$ cat src/hw/rtl/tap_tempo_estimator_unit_assert.svh
// ----------------------------------------------------------------------------
// Tap tempo estimator assertion macros
// Shared property shorthands for the tap tempo estimator RTL.
// ----------------------------------------------------------------------------
`ifndef TAP_TEMPO_ESTIMATOR_UNIT_ASSERT_SVH
`define TAP_TEMPO_ESTIMATOR_UNIT_ASSERT_SVH

// Antecedent implies consequent in the same cycle.
`define TTE_ASSERT_SAME(label, clk, rst, ante, cons) \
  label: assert property (@(posedge clk) disable iff (rst) (ante) |-> (cons)) \
    else $error("tap tempo estimator: same-cycle check failed");

// Antecedent implies consequent in the following cycle.
`define TTE_ASSERT_NEXT(label, clk, rst, ante, cons) \
  label: assert property (@(posedge clk) disable iff (rst) (ante) |=> (cons)) \
    else $error("tap tempo estimator: next-cycle check failed");

`endif

$ cat src/hw/rtl/tte_pkg.sv
// ----------------------------------------------------------------------------
// Tap tempo estimator package
// Defaults and constants shared by the tap tempo estimator RTL.
// ----------------------------------------------------------------------------
`default_nettype none

package tte_pkg;

  localparam int MaxTapsDefault  = 8;
  localparam int TimeBitsDefault = 32;

  localparam int TapTimeWidth = 32;
  localparam int GapWidth     = 16;
  localparam int TempoWidth   = 24;
  localparam int HeldWidth    = 7;
  localparam int FracBits     = 8;
  localparam int ScaleWidth   = 16;

  // Beats per minute from a span in milliseconds: 60000 ms per minute.
  localparam logic [ScaleWidth-1:0] BpmScale = 16'd60000;
  localparam logic [TempoWidth-1:0] TempoMax = 24'hFFFFFF;
  localparam logic [GapWidth-1:0]   GapReset = 16'd2000;

endpackage

`default_nettype wire

$ cat src/hw/rtl/tap_tempo_estimator_unit.sv
// ----------------------------------------------------------------------------
// Tap tempo estimator
// Mean tap interval over a window of recent taps, reported as BPM in Q.8.
// ----------------------------------------------------------------------------
// Each input transaction carries one tap timestamp in milliseconds. A tap that
// comes more than the configured gap after the previous stored tap empties
// the window first; the tap is then stored, keeping only the newest MAX_TAPS.
// The result is 60000 * (taps - 1) / (newest - oldest) with 8 fraction bits,
// truncated and saturated at 0xFFFFFF, flagged invalid with fewer than two
// taps or a non-positive span. A tap that yields a tempo passes the gap, read
// and span states and then the restoring divider to the result register,
// where NUM_W = 24 + clog2(MAX_TAPS) is the quotient width; the divider
// retires one quotient bit per cycle. A tap with no tempo skips the divider.
// s_tready is low while a tap is in work and rises the cycle after the result
// register loads, so no new tap is taken before the last result is loaded.
// A result waits in the output register while m_tready is low, and taps are still
// taken; a later result then waits in ST_DONE, and no new tap is taken meanwhile.
`default_nettype none

`include "tap_tempo_estimator_unit_assert.svh"

module tap_tempo_estimator_unit
  import tte_pkg::*;
#(
  parameter int MAX_TAPS  = MaxTapsDefault,
  parameter int TIME_BITS = TimeBitsDefault
) (
  input  wire logic                    clk,
  input  wire logic                    rst,
  // Configuration: reset_gap_ms.
  input  wire logic                    cfg_wr_en,
  input  wire logic [GapWidth-1:0]     cfg_wr_data,
  // Input stream.
  input  wire logic                    s_tvalid,
  output logic                         s_tready,
  input  wire logic [TapTimeWidth-1:0] s_tdata,   // [31:0] tap_time_ms
  // Output stream.
  output logic                         m_tvalid,
  input  wire logic                    m_tready,
  output logic [31:0]                  m_tdata,   // [23:0] tempo_q8, [30:24] taps_held
  output logic                         m_tuser    // [0] tempo_valid
);

  localparam int IDX_W  = $clog2(MAX_TAPS);
  localparam int CNT_W  = $clog2(MAX_TAPS + 1);
  localparam int NUM_W  = ScaleWidth + IDX_W + FracBits;
  localparam int DCNT_W = $clog2(NUM_W + 1);
  localparam int SPAN_W = TIME_BITS - 1;
  localparam int PROD_W = NUM_W - FracBits;

  typedef enum logic [2:0] {
    ST_IDLE,
    ST_GAP,
    ST_RD_OLD,
    ST_SPAN,
    ST_DIV,
    ST_DONE
  } state_t;

  state_t                  state;
  logic [GapWidth-1:0]     reset_gap;
  logic [IDX_W-1:0]        head;
  logic [CNT_W-1:0]        total;
  logic [TIME_BITS-1:0]    now;
  logic [TIME_BITS-1:0]    rd_data;
  logic [SPAN_W-1:0]       span;
  logic [SPAN_W-1:0]       rem;
  logic [NUM_W-1:0]        num;
  logic [DCNT_W-1:0]       div_cnt;
  logic [TempoWidth-1:0]   res_tempo;
  logic                    res_valid;

  logic [TIME_BITS-1:0]    ring [MAX_TAPS];

  logic [IDX_W-1:0]        prev_slot;
  logic [IDX_W-1:0]        old_slot;
  logic [IDX_W:0]          old_sum;
  logic [IDX_W-1:0]        rd_addr;
  logic [IDX_W-1:0]        head_next;
  logic [TIME_BITS-1:0]    sub_a;
  logic [TIME_BITS-1:0]    sub_b;
  logic [TIME_BITS:0]      sub_full;
  logic [TIME_BITS-1:0]    diff;
  logic                    borrow;
  logic                    gap_clear;
  logic [CNT_W-1:0]        base_total;
  logic [CNT_W-1:0]        total_next;
  logic [PROD_W-1:0]       prod;
  logic [TIME_BITS-1:0]    trial;
  logic                    accept;
  logic                    out_load;

  assign accept   = s_tvalid && s_tready;
  assign s_tready = (state == ST_IDLE);
  assign out_load = (state == ST_DONE) && (!m_tvalid || m_tready);

  // Ring slot arithmetic modulo MAX_TAPS.
  always_comb begin
    prev_slot = (head == '0) ? IDX_W'(MAX_TAPS - 1) : head - 1'b1;
    head_next = (head == IDX_W'(MAX_TAPS - 1)) ? '0 : head + 1'b1;
    old_sum   = {1'b0, head} + (IDX_W + 1)'(MAX_TAPS) - (IDX_W + 1)'(total);
    if (old_sum >= (IDX_W + 1)'(MAX_TAPS)) begin
      old_sum = old_sum - (IDX_W + 1)'(MAX_TAPS);
    end
    old_slot = old_sum[IDX_W-1:0];
    rd_addr  = (state == ST_IDLE) ? prev_slot : old_slot;
  end

  // One subtractor serves the gap, the span and the divider trial.
  always_comb begin
    trial      = {rem, num[NUM_W-1]};
    sub_a      = (state == ST_DIV) ? trial : now;
    sub_b      = (state == ST_DIV) ? {1'b0, span} : rd_data;
    sub_full   = {1'b0, sub_a} - {1'b0, sub_b};
    diff       = sub_full[TIME_BITS-1:0];
    borrow     = sub_full[TIME_BITS];
    gap_clear  = (total != '0) && !diff[TIME_BITS-1] &&
                 (diff > TIME_BITS'(reset_gap));
    base_total = gap_clear ? '0 : total;
    total_next = (base_total < CNT_W'(MAX_TAPS)) ? base_total + 1'b1 : base_total;
    prod       = PROD_W'(BpmScale) * PROD_W'(total - 1'b1);
  end

  // Timestamp store: one write and one registered read per cycle.
  always_ff @(posedge clk) begin
    if (state == ST_GAP) begin
      ring[head] <= now;
    end
    rd_data <= ring[rd_addr];
  end

  always_ff @(posedge clk) begin
    if (rst) begin
      state     <= ST_IDLE;
      reset_gap <= GapReset;
      head      <= '0;
      total     <= '0;
      m_tvalid  <= 1'b0;
    end else begin
      if (cfg_wr_en) begin
        reset_gap <= cfg_wr_data;
      end
      if (out_load) begin
        m_tvalid <= 1'b1;
      end else if (m_tvalid && m_tready) begin
        m_tvalid <= 1'b0;
      end
      unique case (state)
        ST_IDLE: begin
          if (accept) begin
            now   <= TIME_BITS'(s_tdata);
            state <= ST_GAP;
          end
        end
        ST_GAP: begin
          head  <= head_next;
          total <= total_next;
          state <= ST_RD_OLD;
        end
        ST_RD_OLD: begin
          state <= ST_SPAN;
        end
        ST_SPAN: begin
          span    <= diff[SPAN_W-1:0];
          rem     <= '0;
          num     <= {prod, FracBits'(0)};
          div_cnt <= DCNT_W'(NUM_W);
          if (total < CNT_W'(2) || diff[TIME_BITS-1] || diff == '0) begin
            res_tempo <= '0;
            res_valid <= 1'b0;
            state     <= ST_DONE;
          end else begin
            state <= ST_DIV;
          end
        end
        ST_DIV: begin
          // Restoring division: the dividend shifts out of num as the
          // quotient shifts in.
          if (!borrow) begin
            rem <= diff[SPAN_W-1:0];
            num <= {num[NUM_W-2:0], 1'b1};
          end else begin
            rem <= trial[SPAN_W-1:0];
            num <= {num[NUM_W-2:0], 1'b0};
          end
          div_cnt <= div_cnt - 1'b1;
          if (div_cnt == DCNT_W'(1)) begin
            state <= ST_DONE;
          end
          res_valid <= 1'b1;
        end
        ST_DONE: begin
          if (out_load) begin
            m_tuser  <= res_valid;
            if (res_valid) begin
              m_tdata[TempoWidth-1:0] <= (num > NUM_W'(TempoMax)) ?
                                         TempoMax : num[TempoWidth-1:0];
            end else begin
              m_tdata[TempoWidth-1:0] <= res_tempo;
            end
            m_tdata[TempoWidth+HeldWidth-1:TempoWidth] <= HeldWidth'(total);
            m_tdata[31] <= 1'b0;
            state <= ST_IDLE;
          end
        end
        default: begin
          state <= ST_IDLE;
        end
      endcase
    end
  end

  `TTE_ASSERT_SAME(a_total_bounded, clk, rst, 1'b1, total <= CNT_W'(MAX_TAPS))
  `TTE_ASSERT_NEXT(a_busy_after_accept, clk, rst, accept, !s_tready)
  `TTE_ASSERT_SAME(a_invalid_is_zero, clk, rst, m_tvalid && !m_tuser,
                   m_tdata[TempoWidth-1:0] == '0)
  `TTE_ASSERT_SAME(a_held_in_range, clk, rst, m_tvalid,
                   m_tdata[TempoWidth+HeldWidth-1:TempoWidth] != '0 &&
                   m_tdata[TempoWidth+HeldWidth-1:TempoWidth] <= HeldWidth'(MAX_TAPS))

endmodule

`default_nettype wire

$ cat config.mk
export PLATFORM = sky130hd
export DESIGN_NAME = tap_tempo_estimator_unit
export DESIGN_NICKNAME = d
export VERILOG_FILES = /design/src/hw/rtl/tte_pkg.sv /design/src/hw/rtl/tap_tempo_estimator_unit.sv
export VERILOG_INCLUDE_DIRS = /design/src /design/src/hw/rtl
export SDC_FILE = /design/constraint.sdc
export NUM_CORES = 1
export LEC_CHECK = 0
export ABC_CLOCK_PERIOD_IN_PS = 19320
export BUFFER_PORTS_ARGS = -buffer_cell sky130_fd_sc_hd__buf_2
export CAP_MARGIN = 20
export CORE_UTILIZATION = 40
export CTS_BUF_LIST = sky130_fd_sc_hd__clkbuf_4
export DETAILED_ROUTE_END_ITERATION = 12
export PLACE_DENSITY = 0.67
export SLEW_MARGIN = 20
export SYNTH_ARGS = -nofsm -noshare
export SYNTH_HDL_FRONTEND = slang
export SYNTH_SLANG_ARGS = --single-unit
$ cat constraint.sdc
create_clock -name clk -period 19.32 [get_ports clk]
set_clock_uncertainty 0.2 [all_clocks]
set_input_delay 3.864 -clock clk [delete_from_list [all_inputs] [get_ports clk]]
set_output_delay 3.864 -clock clk [all_outputs]
set_load 0.02 [all_outputs]
## Word level (Yosys, flattened, before mapping)

Memory sizes are Yosys's and may differ from the RTL's. A register that Yosys moved wholly into a read port is not among the register bits.
Cells that the tools add are included.

| cells by class | value |
|---|---|
| $add $sub $neg | 9 |
| bitwise operators | 1 |
| magnitude comparators | 5 |
| reduce and logical (&&, ||, !) cells | 22 |
| equality and inequality tests | 11 |
| multiplexer cells | 25 |
| multipliers | 1 |

Operators by type and width:

| cell | count |
|---|---|
| $mux 32 | 2 |
| $pmux 31 s2 | 1 |
| $pmux 27 s2 | 1 |
| $sub 32x32->33 | 1 |
| $gt 32x16->1 | 1 |
| $logic_not 32->1 | 1 |
| $mux 31 | 1 |
| $gt 27x24->1 const B | 1 |
| $mux 24 | 1 |
| $mux 3 | 7 |
| $mul 11x19->14 const A | 1 |
| $pmux 3 s6 | 1 |
| $reduce_and 3->1 | 4 |
| $pmux 5 s2 | 1 |
| $eq 3x3->1 const B | 3 |
| $mux 4 | 2 |
| $mux 1 | 7 |
| $eq 3x2->1 const B | 2 |
| $logic_not 3->1 | 2 |
| $sub 3x1->3 const B | 2 |
| $eq 5x1->1 const B | 1 |
| $logic_and 1x1->1 | 5 |
| $sub 4x1->5 const B | 1 |
| $sub 5x1->5 const B | 1 |
| other kinds (17) | 24 |

| storage, ports and cells | value |
|---|---|
| output and inout port bits | 35 |
| memories | 1 |
| bits in registers | 183 |
| logic and storage cells | 89 |
| RAM bits | 256 |

Memories:

| name | depth | bits a word | read ports | clocked after memory_dff | wr ports | RTL line | text |
|---|---|---|---|---|---|---|---|
| ring | 8 | 32 | 1 | 1 | 1 | tap_tempo_estimator_unit.sv:73 | `logic [TIME_BITS-1:0] ring [MAX_TAPS];` |

## Longest topological paths before layout

| depth | value |
|---|---|
| depth in word-level cells | 9 |
| depth in mapped cells | 25 |
| gate-level depth less buffers | 23 |

## Worst setup path after synthesis

No wires, ideal clock.

| path | value |
|---|---|
| path type | in2reg |
| start | input rst |
| end | register div_cnt[0], enable pin |
| setup time | 0.571 ns |
| arrival | 8.683 ns |
| slack | 9.866 ns |
| buffers on the path | 2 |
| stages on the path | 3 |
| path through | clkbuf_1 -> clkbuf_1 -> o21ai_0 |

| on the way | value |
|---|---|
| word-level cells in the longest chain between the ends | 2 |

RTL lines:

| what | RTL line | text |
|---|---|---|
| start, declared | tap_tempo_estimator_unit.sv:29 | `input wire logic rst,` |
| $not 1->1 (no line) | -- |  |
| $reduce_and 2->1 (no line) | -- |  |
| end signal, assigned | tap_tempo_estimator_unit.sv:167 | `div_cnt <= DCNT_W'(NUM_W);` |
| end signal, assigned | tap_tempo_estimator_unit.sv:186 | `div_cnt <= div_cnt - 1'b1;` |
| end, declared | tap_tempo_estimator_unit.sv:69 | `logic [DCNT_W-1:0] div_cnt;` |

No other way between the ends.
A chain may end at the register's enable or synchronous reset.

## Worst setup path after layout

| path | value |
|---|---|
| start | register state[0] |
| end | register total[1] |

RTL lines:

| what | RTL line | text |
|---|---|---|
| start, declared | tap_tempo_estimator_unit.sv:60 | `state_t state;` |
| start signal, assigned | tap_tempo_estimator_unit.sv:134 | `state <= ST_IDLE;` |
| start signal, assigned | tap_tempo_estimator_unit.sv:152 | `state <= ST_GAP;` |
| start signal, assigned | tap_tempo_estimator_unit.sv:158 | `state <= ST_RD_OLD;` |
| $eq 3x3->1 (*) | tap_tempo_estimator_unit.sv:112, tap_tempo_estimator_unit.sv:113 |  |
| $mux 32, on equally long branches | tap_tempo_estimator_unit.sv:112, tap_tempo_estimator_unit.sv:113 |  |
| $sub 32x32->33 (*) | tap_tempo_estimator_unit.sv:114 | `sub_full = {1'b0, sub_a} - {1'b0, sub_b};` |
| named net sub_full[10] | tap_tempo_estimator_unit.sv:82 | `logic [TIME_BITS:0] sub_full;` |
| $gt 32x16->1 (*) | tap_tempo_estimator_unit.sv:118 | `(diff > TIME_BITS'(reset_gap));` |
| $logic_and 1x1->1 (*) | tap_tempo_estimator_unit.sv:117 | `gap_clear = (total != '0) && !diff[TIME_BITS-1] &&` |
| $mux 4 (*) | tap_tempo_estimator_unit.sv:119 | `base_total = gap_clear ? '0 : total;` |
| $add 4x1->4 or $lt 4x4->1 (tied branches) | tap_tempo_estimator_unit.sv:120 | `total_next = (base_total < CNT_W'(MAX_TAPS)) ? base_total + 1'b1 : base_total;` |
| $mux 4 (*) | tap_tempo_estimator_unit.sv:120 |  |
| end signal, assigned | tap_tempo_estimator_unit.sv:157 | `total <= total_next;` |
| end, declared | tap_tempo_estimator_unit.sv:63 | `logic [CNT_W-1:0] total;` |

The timed path passes the listed nets; every way through them passes the cells marked *.

==> results.md <==
- Status: completed
- Net Sw Frac: 39.68%
- Worst Tran Pin Value: slightly above 1 ns
- Final Hold Viols: 0
- VDD IR max: 0.0002262 V
- Internal: between 2 and 3 mW
- Setup TNS: 0 ns
- WP buf/inv: 2
- Setup Viol. Count Final: 0
- Starting Density: 40.85%
- Min Hold Slack: about 0.30 ns
- Post-synth EDFFs: 412
- Critical Path RT: 19.87 ns
- CP cell instances: nor2_1 -> nand2_4 -> inv_1 -> buf_4 -> nand2_1 -> nand2_1 -> ha_1 -> and3_1 -> a221o_2 -> a31o_2 -> xor2_1 -> ha_1 -> a21o_1 -> a21oi_1 -> o211ai_1 -> o21ai_0 -> nand4_2 -> a31oi_1 -> mux2_1
- Maximum buffer depth of the clock tree: 3
- Startpoint types: flip-flop
- Finished Cell Area: 24450 sq um
- Post-cts sizing count: 0
- Normalized max-slew margin: 31.36%
- # rows: 84
- RSZ-0062 raised after global routing: false
- Fin nets: around 1800
- Routed vias/inst: 5.251
- Total Routing Usage GR: 16.99%
- Max Cap Viol: 0
- CTS Hold Bufs: 0
- Die X: between 200 and 250 um
- Register bit total from synthesis: 471
- Fin crit period: 6.579 ns
- Starting DRT DRC Count: 1040
- Htree depth: 3
- Placed Area: roughly 23000 sq um
- Placed cell count: 2256
- Mapped cell area: 21640 sq um
- Worst setup path class: reg2reg
- Final wirelength: 45910 um
- Clock network power share: roughly 17%
- HP Class: reg2reg
- Die area: roughly 55000 sq um
- Max FO, Critical Path: 48
- Slew Viols, Final: 0
- Max Clk Rate: 152.0 MHz
- Main synth FF type: edfxtp_1
- Largest net degree at the start of global routing: 70
- Post-synthesis sequential area ratio: 62.63%
- Core Util, Final: 46.16%
- Worst EP arrival: between 7 and 8 ns
- Wire length per cell: ~19 um
- Mapped Avg Cell Area: 14.13 sq um
- Total power draw: 4.589 mW
- Root buffer cell: clkbuf_4
- Total gr overflow: 0
- CTS Sinks: 471
- PwrDens: 187.7 nW/um^2
- Die H: between 200 and 250 um
- Post-DP HPWL: 30220 um
- Final Cycle Share: 34.05%
- TritonCTS Buffers: 116
- Post-CTS Setup Bufs: 0
- Worst-skew pair later-pin latency: 0.85 ns
- Synth Instances: ~1500
- IO Pins: 88
- Commonest non-fill, non-tap cell in the layout: edfxtp_1
- Core Box Area: ~53000 sq um
- Place WS: roughly 13 ns
- CP max stage delay: approximately 0.61 ns
- IO Port Bufs: 83
- Logic pwr share: 53.0%
- CP top delay family: compound AO/OA/AOI/OAI gates
- Layout cell share with drive strength beyond 1: 23.77%
- First-pass GRT wire length: 71530 um
- Synth unique cells: 66
- Sequential share of power: between 20 and 30%
- Vias after detailed routing: 13017
- Asr flop ratio synth: 0%
- Placer Congestion: 0.9224
- DRT antenna net count: 0
- Worst-path clk slew: 0.07 ns
- Most frequent cells in the layout: 412 x edfxtp_1, 169 x nand2_1, 169 x clkbuf_4, 88 x nor2_1, 87 x ha_1
- Final worst setup slack: 12.74 ns
- Area delta synth->final: 13.00%
- CTS tree: yes
- Critical path's slowest cell: nor2_1
- Crit end category: flip-flop
- Syn. warnings: 0
- P_sw: between 1.5 and 2 mW
- Static leakage: 9.314 nW
- First-pass iteration count of the detailed router: 7
- Final cell count without fillers: 2479
- Post-route DRC violation count: 0
- Initial antenna violation count: 2
- Vias in the first global route: 13094
-- state kept, by name, indices dropped and copies added, names as in the netlist, 16 cells and up --
signal and flops:
rd_data 32, ring 256, now 32, m_tdata 28, num 27, span 31
reset_gap 16, rem 31
-- per-layer routing --
| metal | track usage, % | part of all wire (%) | up-vias |
|---|---|---|---|
| li1 | - | - | 6135 |
| met3 | 4.203 | 6.6 | 83 |
| met1 | 22.81 | 45 | 6402 |
| met4 | 5.706 | 1.9 | 0 |
| met2 | 26.90 | 46 | 397 |
| met5 | 0 | 0 | - |
-- path summary, 6_finish.rpt --
kind	depth (start not counted)	slack, ns	to	startpoint
worst max-delay path	19	12.74	total[1]$_SDFFE_PP0P_	state[0]$_SDFFE_PP0P_
worst min-delay path	2	0.30	reset_gap[5]$_SDFFE_PP0P_	reset_gap[5]$_SDFFE_PP0P_
worst max register to register	19	12.74	total[1]$_SDFFE_PP0P_	state[0]$_SDFFE_PP0P_
worst min register to register	2	0.30	reset_gap[5]$_SDFFE_PP0P_	reset_gap[5]$_SDFFE_PP0P_
-- cell families (layout without fill, tap and decap cells) --
group                      Yosys count  after routing  share of synthesized area (%)
DFF                                471            471                          62.63
and+or+nand+nor                    356            356                          7.326
other                                1              7                        0.01733
AOI/OAI and AO/OA                  225            225                          6.933
adders and majority gates          102            102                          6.418
muxes                              172            172                          11.85
buffers and inverters              156            409                          2.804
xor gates and xnor gates            49             49                          2.018
-- power by group through the flow --
stage          Sequential (mW)  Combinational, mW  Clock, mW
6_report                  1.36               2.43      0.800
5_1_grt                   1.36               2.72      0.882
4_1_cts                   1.36               2.46      0.829
3_5_place_dp              1.38               2.44          0
3_3_place_gp              1.38               2.38          0
2_1_floorplan             1.36               1.86          0
-- cell type report --
class | instances | area [sq um]
Inverter | 82 | 307.8
Clock buffer | 169 | 1269
Tap cell | 688 | 860.8
Timing Repair Buffer | 107 | 619.3
Multi-Input combinational cell | 908 | 7615
Fill cell | 4708 | 28520
Antenna cell | 3 | 7.507
Sequential cell | 471 | 13550
Clock inverter | 51 | 221.5
-- cell usage after synthesis, drive strengths merged, types with 15 or more instances --
cell type,n,share of area [%]
a21oi,76,1.8
mux4,64,6.7
nor2,92,1.6
ha,87,5.0
nand2,170,2.9
and3,20,0.58
o211ai,15,0.54
edfxtp,412,57
inv,81,1.4
mux2,34,1.8
o21ai,28,0.65
xnor2,34,1.4
xor2,15,0.61
mux2i,74,3.4
o21a,36,1.2
nor3,18,0.42
fa,15,1.4
buf,18,0.41
dfxtp,59,5.5
clkbuf,56,0.97
a21o,16,0.56
-- tightest hold or removal path: cells and delay by family (launching register included) --
| family | cells | cell delay, ns |
|---|---|---|
| flip-flops | 1 | 0.33 |
| AND/OR/NAND/NOR | 1 | 0.07 |
| multiplexers | 1 | 0.06 |
Power figures use the tool's default switching activity.
